[config.mk]
export PLATFORM = sky130hd
export DESIGN_NAME = decimal_text_to_int32_unit_flat
export DESIGN_NICKNAME = d
export VERILOG_FILES = /design/src/rtl/dtoi_pkg.sv /design/src/rtl/dtoi_if.sv /design/src/rtl/dtoi_scan.sv /design/src/rtl/dtoi_finish.sv /design/src/rtl/decimal_text_to_int32_unit.sv /design/src/flat_wrapper.sv
export SDC_FILE = /design/constraint.sdc
export NUM_CORES = 1
export LEC_CHECK = 0
export BUFFER_PORTS_ARGS = -buffer_cell sky130_fd_sc_hd__buf_2
export CAP_MARGIN = 20
export CORE_AREA = 2 2 132 146
export CTS_BUF_LIST = sky130_fd_sc_hd__clkbuf_8
export DETAILED_ROUTE_END_ITERATION = 8
export DIE_AREA = 0 0 134 148
export PLACE_DENSITY = 0.66
export RECOVER_POWER = 25
export SYNTH_ARGS = -nofsm -noshare
export SYNTH_HDL_FRONTEND = slang
export SYNTH_SLANG_ARGS = --single-unit
[constraint.sdc]
create_clock -name clk -period 16.2 [get_ports clk]
set_input_delay 0.81 -clock clk [delete_from_list [all_inputs] [get_ports clk]]
set_output_delay 0.81 -clock clk [all_outputs]
set_load 0.005 [all_outputs]
[src/rtl/dtoi_pkg.sv]
// Package for the decimal text to int32 unit: status codes, character codes,
// limits and the scanner state type. No dependencies.
`default_nettype none

package dtoi_pkg;

  localparam int unsigned MAX_CHARS = 15;
  localparam int unsigned COUNT_W   = 8;
  localparam int unsigned ACC_W     = 32;
  localparam int unsigned WIDE_W    = ACC_W + 3;

  localparam logic [COUNT_W-1:0] COUNT_MAX = {COUNT_W{1'b1}};
  localparam logic [COUNT_W-1:0] COUNT_LIM = COUNT_W'(MAX_CHARS);

  localparam logic [ACC_W-1:0] MAG_LIMIT = 32'd2147483648;
  localparam logic [ACC_W-1:0] MAG_HOLD  = 32'd2147483649;
  localparam logic [ACC_W-1:0] POS_MAX   = 32'd2147483647;

  localparam logic [7:0] CH_MINUS = 8'h2D;
  localparam logic [7:0] CH_DOT   = 8'h2E;
  localparam logic [7:0] CH_ZERO  = 8'h30;
  localparam logic [7:0] CH_NINE  = 8'h39;

  typedef enum logic [2:0] {
    ST_OK        = 3'd0,
    ST_TOO_LONG  = 3'd1,
    ST_BAD_CHAR  = 3'd2,
    ST_FRACTION  = 3'd3,
    ST_RANGE     = 3'd4,
    ST_NO_DIGITS = 3'd5
  } status_t;

  typedef struct packed {
    logic [ACC_W-1:0]   acc;
    logic               neg;
    logic               frac;
    logic               seen;
    logic [COUNT_W-1:0] count;
    status_t            err;
  } scan_state_t;

endpackage

`default_nettype wire

[src/rtl/dtoi_if.sv]
// Valid/ready channel interfaces for the decimal text to int32 unit.
// Does not depend on dtoi_pkg; status is a plain 3-bit vector.
`default_nettype none

interface dtoi_char_if;
  logic       valid;
  logic       ready;
  logic [7:0] char_code;
  logic       last_char;

  modport source(output valid, output char_code, output last_char, input ready);
  modport sink(input valid, input char_code, input last_char, output ready);
endinterface

interface dtoi_int_if;
  logic               valid;
  logic               ready;
  logic signed [31:0] value;
  logic [2:0]         status;

  modport source(output valid, output value, output status, input ready);
  modport sink(input valid, input value, input status, output ready);
endinterface

`default_nettype wire

[src/rtl/dtoi_scan.sv]
// Line scanner: holds the per-line state and folds in one character per step.
// Depends on dtoi_pkg.
`default_nettype none

module dtoi_scan
  import dtoi_pkg::*;
(
  input  wire logic        clk,
  input  wire logic        rst,
  input  wire logic        step,
  input  wire logic [7:0]  char_code,
  input  wire logic        last_char,
  output scan_state_t      upd
);

  scan_state_t state;
  logic [WIDE_W-1:0] wide;
  logic [WIDE_W-1:0] acc_ext;

  assign acc_ext = WIDE_W'(state.acc);
  assign wide    = (acc_ext << 3) + (acc_ext << 1) + WIDE_W'(char_code - CH_ZERO);

  always_comb begin
    upd = state;
    if (state.count >= COUNT_LIM) begin
      upd.err = ST_TOO_LONG;
    end
    if (state.count != COUNT_MAX) begin
      upd.count = state.count + COUNT_W'(1);
    end
    if (state.frac) begin
      if (char_code != CH_ZERO && upd.err == ST_OK) begin
        upd.err = ST_FRACTION;
      end
    end else if (char_code == CH_MINUS && state.count == '0) begin
      upd.neg = 1'b1;
    end else if (char_code == CH_DOT) begin
      upd.frac = 1'b1;
    end else if (char_code >= CH_ZERO && char_code <= CH_NINE) begin
      upd.seen = 1'b1;
      if (state.acc <= MAG_LIMIT) begin
        upd.acc = (wide > WIDE_W'(MAG_LIMIT)) ? MAG_HOLD : wide[ACC_W-1:0];
      end
    end else if (upd.err == ST_OK) begin
      upd.err = ST_BAD_CHAR;
    end
  end

  always_ff @(posedge clk) begin
    if (rst) begin
      state <= '0;
    end else if (step) begin
      state <= last_char ? scan_state_t'('0) : upd;
    end
  end

endmodule

`default_nettype wire

[src/rtl/dtoi_finish.sv]
// End-of-line check: turns the final scanner state into a value and status.
// Depends on dtoi_pkg.
`default_nettype none

module dtoi_finish
  import dtoi_pkg::*;
(
  input  wire scan_state_t   fin,
  output logic signed [31:0] value,
  output status_t            status
);

  always_comb begin
    status = fin.err;
    value  = '0;
    if (status == ST_OK && !fin.seen) begin
      status = ST_NO_DIGITS;
    end
    if (status == ST_OK) begin
      if (fin.neg) begin
        if (fin.acc > MAG_LIMIT) begin
          status = ST_RANGE;
        end else begin
          value = $signed(32'(-fin.acc));
        end
      end else begin
        if (fin.acc > POS_MAX) begin
          status = ST_RANGE;
        end else begin
          value = $signed(fin.acc);
        end
      end
    end
  end

endmodule

`default_nettype wire

[src/rtl/decimal_text_to_int32_unit.sv]
// Top level of the decimal text to int32 unit: input register, scanner and
// result register. Depends on dtoi_pkg, dtoi_if, dtoi_scan and dtoi_finish.
//
//   channel   | dir | payload               | item
//   char_in   | in  | char_code, last_char  | one character of a line
//   int_out   | out | value, status         | one parsed line
//
// One character is taken per cycle while the input register can accept it;
// the last character of a line passes through the input register ahead of
// the scanner and the result register behind it, then its result is offered.
// Reset clears the line state and both valid flags. A stalled result holds
// the pipe; an empty input register can still take one more character.
`default_nettype none

module decimal_text_to_int32_unit
  import dtoi_pkg::*;
(
  input wire logic  clk,
  input wire logic  rst,
  dtoi_char_if.sink char_in,
  dtoi_int_if.source int_out
);

  logic        inq_valid;
  logic [7:0]  inq_char;
  logic        inq_last;
  logic        advance;
  logic        step;
  logic        res_valid;
  logic signed [31:0] res_value;
  status_t     res_status;

  scan_state_t        upd;
  logic signed [31:0] fin_value;
  status_t            fin_status;

  assign advance       = !res_valid || int_out.ready;
  assign step          = inq_valid && advance;
  assign char_in.ready = !inq_valid || advance;

  always_ff @(posedge clk) begin
    if (rst) begin
      inq_valid <= 1'b0;
    end else if (char_in.ready) begin
      inq_valid <= char_in.valid;
    end
  end

  always_ff @(posedge clk) begin
    if (char_in.ready) begin
      inq_char <= char_in.char_code;
      inq_last <= char_in.last_char;
    end
  end

  dtoi_scan u_scan (
    .clk       (clk),
    .rst       (rst),
    .step      (step),
    .char_code (inq_char),
    .last_char (inq_last),
    .upd       (upd)
  );

  dtoi_finish u_finish (
    .fin    (upd),
    .value  (fin_value),
    .status (fin_status)
  );

  always_ff @(posedge clk) begin
    if (rst) begin
      res_valid <= 1'b0;
    end else if (advance) begin
      res_valid <= inq_valid && inq_last;
    end
  end

  always_ff @(posedge clk) begin
    if (step && inq_last) begin
      res_value  <= fin_value;
      res_status <= fin_status;
    end
  end

  assign int_out.valid  = res_valid;
  assign int_out.value  = res_value;
  assign int_out.status = res_status;

endmodule

`default_nettype wire
[src/flat_wrapper.sv]
// flat-port wrapper written by rule: the top's interface ports become plain ports
module decimal_text_to_int32_unit_flat import dtoi_pkg::*;
  (clk, rst, char_in_valid, char_in_char_code, char_in_last_char, char_in_ready, int_out_valid, int_out_value, int_out_status, int_out_ready);
  dtoi_char_if char_in_i ();
  dtoi_int_if int_out_i ();
  input wire logic clk;
  input wire logic rst;
  input wire logic [$bits(char_in_i.valid)-1:0] char_in_valid;
  input wire logic [$bits(char_in_i.char_code)-1:0] char_in_char_code;
  input wire logic [$bits(char_in_i.last_char)-1:0] char_in_last_char;
  output wire logic [$bits(char_in_i.ready)-1:0] char_in_ready;
  output wire logic [$bits(int_out_i.valid)-1:0] int_out_valid;
  output wire logic [$bits(int_out_i.value)-1:0] int_out_value;
  output wire logic [$bits(int_out_i.status)-1:0] int_out_status;
  input wire logic [$bits(int_out_i.ready)-1:0] int_out_ready;
  assign char_in_i.valid = char_in_valid;
  assign char_in_i.char_code = char_in_char_code;
  assign char_in_i.last_char = char_in_last_char;
  assign char_in_ready = char_in_i.ready;
  assign int_out_valid = int_out_i.valid;
  assign int_out_value = int_out_i.value;
  assign int_out_status = int_out_i.status;
  assign int_out_i.ready = int_out_ready;
  decimal_text_to_int32_unit u_core (.clk(clk), .rst(rst), .char_in(char_in_i), .int_out(int_out_i));
endmodule
==> results.txt <==
setup violators final: 0
predominant post-synthesis flop cell: dfxtp_1
synth unique cells: 80
mux cell area share after synthesis: 0.262%
Final Instance Area: 8700 sq um
final hold viol count: 0
die area: 19800 sq um
Max VDD drop: 0.0354 mV
crit path from: u_core.inq_char[4]$_DFFE_PP_
antenna violations before repair: 0
Die Wd: 134 um
CP cell instances: ha_1, or3_1, inv_1, buf_4, fa_1, ha_1, a21oi_1, o21ai_0, a211oi_2, nor3_1, or4_1, a211oi_1, o2111a_1, nand4_1, and2_1, o22ai_1, ha_1, o221a_2, o221ai_1, nand2b_1, nand3_2, or3_1, o221ai_1
main combinational cell family by area after synthesis: simple AND/OR/NAND/NOR gates
Top Ports: 50
Mean Syn Cell Area: 8.20 sq um
pin count of the biggest net entering global routing: 61
Die Span Y: 148 um
post-synthesis adder-cell area fraction: 13.8%
clk_skew: 13.9 ps
f_max: 136 MHz
Leakage: 3.45 nW
GPL Wtd Cong: 0.956
WL final: 22800 um
number of enable flip-flop cells after synthesis: 44
Place WS: 9010 ps
Rows: 52
Ys Warns: 0
Routed WL per cell: 18.1 um
setup_tns: 0 ps
XOR/XNOR share of the synthesized area: 6.48%
Detailed Place HPWL: 17500 um
crit-path most repeated cell: ha_1
Critical Path Stages: 23
worst setup margin: 8860 ps
initial core utilization: 44.4%
H-tree Lvls: 3
CTS sink cnt: 92
outcome: complete, but fails checks
Min Clock Period, post-route: 7340 ps
hold crit path type: flop to flop
Mapped Area: 8110 sq um
final std cells w/o fill: 1255
gr usage total: 23.3%
Seq/Total Area, Yosys: 28.1%
Startpoint Class: flop
hold-fix buffers at CTS: 0
grt total ovfl: 0
critical path endpoint: u_core.int_out.value[22]$_SDFFCE_PP0P_
# port buffers: 49
vias in the first global route: 7060
TritonRoute pass-1 iters: 6
Largest delay share family, worst path: simple AND/OR/NAND/NOR gates
Crit Path Max Fanout: 26
dpl cells: 1239
r2r startpoint: u_core.inq_char[4]$_DFFE_PP_
Post-synth top cells: nor2_1, a21oi_1, nand2_1
power density over cell area: 56.5 nW/um^2
via count: 7588
Final #Nets: 1091
post_cts resized: 0
First DRT Iteration DRCs: 748
CORE AREA: 18300 sq um
worst-skew pair later-pin latency: 380 ps
failing checks: capacitance limit, slew limit
Post-Synth Simple-Gate Area: 24.5%
Post-CTS Setup Repair Bufs: 0
vias per cell: 6.05
Mapped Nets: 1074
worst slew pin tran: 1890 ps
Cell Area, Placed: 8510 sq um
Worst slew margin: -25.7%
maxcap violations: 1
largest cells by area after synthesis: edfxtp_1, dfxtp_1, fa_1, ha_1, nor2_1
most common cell in the netlist: nor2_1
Synth async-reset ratio: 0%
CTS tree: built
Worst Path Buf+Inv: 2
Max stage delay on crit path: 500 ps
filler cell count: 1834
number of antenna diodes: 0
Root Driver: clkbuf_8
Worst path slowest cell: fa_1
FF+latch count, synth: 92
post-route ant nets: 0
Mapped Cells: 990
RSZ-0062 raised after global routing: no
first-pass GRT wire length: 37300 um
register-to-register setup slack: 8860 ps
Pins Over Slew Limit: 40
Num CTS Buffers: 9
Synth Area in Compound Gates: 23.1%
WP data required: 16400 ps
drt drc: 0
Yosys top cell area share: 16.3%
area growth from synthesis to layout: 7.25%
Tcrit/Tclk final: 45.3%
Critical Path End Type: flop
share of cells above drive strength 1: 9.29%
worst reg2reg path depth: 23
CP arrival: 7540 ps
worst reg2reg path endpoint: u_core.int_out.value[22]$_SDFFCE_PP0P_
Clock Pin Slew Worst Setup and Hold Paths: 100 ps
CTS max path bufs: 2
type of the worst setup path: flop to flop
Yosys top cell by area: edfxtp_1
[power breakdown]
part / total, mW / internal (mW) / switching (mW)
sequential: 0.249 / 0.246 / 0.00272
clock: 0.161 / 0.0727 / 0.0886
combinational: 0.0822 / 0.0279 / 0.0543
[worst min-delay path, delay by kind of cell (launching register included)]
family          cells  cell delay (ps)
compound gates      1               40
simple gates        1               70
flops               1              340
[area by class of cell]
| cell class | count | area (sq um) | area share (%) |
|---|---|---|---|
| Clock buffer | 9 | 124 | 1.42 |
| Tap cell | 243 | 304 | 3.49 |
| Timing Repair Buffer | 57 | 295 | 3.39 |
| Inverter | 23 | 86.3 | 0.992 |
| Multi-Input combinational cell | 824 | 5540 | 63.6 |
| Sequential cell | 92 | 2280 | 26.2 |
| Clock inverter | 7 | 73.8 | 0.848 |
[cells in the final DEF, fill, tap and decap left out, drive strengths merged, types with 5 or more instances in the layout]
cell type / count
nand3: 33
o21ai: 45
o21a: 13
nor2: 132
and2: 14
nand2b: 9
or4: 5
buf: 49
inv: 28
fa: 31
o211ai: 10
ha: 40
nand4: 18
a21oi: 100
o22ai: 20
clkbuf: 17
a31oi: 9
a22oi: 26
nor3: 51
xnor2: 28
dfxtp: 48
and4: 5
a211oi: 8
or3: 10
edfxtp: 44
o31ai: 5
nand2: 84
and3: 14
a21o: 10
xor2: 32
nor4: 8
[routing by layer]
layer / share of wire, % / vias to the layer above / track usage, % / routed length (um)
met4: 2.4 / 0 / 8.35 / 549
met2: 45 / 295 / 35.5 / 10200
met3: 6.5 / 41 / 2.06 / 1490
met1: 46 / 3578 / 34.6 / 10500
li1: - / 3674 / - / -
met5: 0 / - / 0 / 0
[cells by family (layout without fill, tap and decap cells)]
kind of cell / count (synthesis) / after routing
mux: 2 / 2
xor+xnor: 60 / 60
compound gates: 287 / 287
buf+inv: 74 / 96
simple gates: 404 / 404
flops: 92 / 92
fa+ha+maj: 71 / 71
[sequential cells by signal, indices dropped and copies added, names as in the netlist]
register / count
u_core.u_scan.acc_ext: 32
u_core.int_out.valid: 1
u_core.inq_char: 8
u_core.inq_last: 1
u_core.int_out.status: 3
u_core.u_scan.state: 14
u_core.inq_valid: 1
u_core.int_out.value: 32
[metrics by stage]
| stage | hold slack (ps) | utilization (%) | power [mW] |
|---|---|---|---|
| after floorplan | 437 | - | 0.313 |
| after global placement | 452 | 46.6 | 0.334 |
| after detailed placement | 458 | 46.6 | 0.335 |
| after CTS | 484 | 47.7 | 0.492 |
| after global routing | 499 | 47.6 | 0.510 |
| final | 484 | 47.6 | 0.492 |
[worst min-delay path by stage]
stage / cells past startpoint / to / slack, ps / from
after floorplan: 2 / u_core.u_scan.state[11]$_SDFFE_PP0P_ / 440 / u_core.u_scan.state[11]$_SDFFE_PP0P_
after global placement: 2 / u_core.u_scan.state[11]$_SDFFE_PP0P_ / 450 / u_core.u_scan.state[11]$_SDFFE_PP0P_
after detailed placement: 2 / u_core.u_scan.state[11]$_SDFFE_PP0P_ / 460 / u_core.u_scan.state[11]$_SDFFE_PP0P_
after CTS: 2 / u_core.u_scan.state[11]$_SDFFE_PP0P_ / 480 / u_core.u_scan.state[11]$_SDFFE_PP0P_
after global routing: 2 / u_core.u_scan.state[11]$_SDFFE_PP0P_ / 500 / u_core.u_scan.state[11]$_SDFFE_PP0P_
final: 2 / u_core.u_scan.state[11]$_SDFFE_PP0P_ / 480 / u_core.u_scan.state[11]$_SDFFE_PP0P_
No activity file was read; power rests on OpenSTA's default activity.
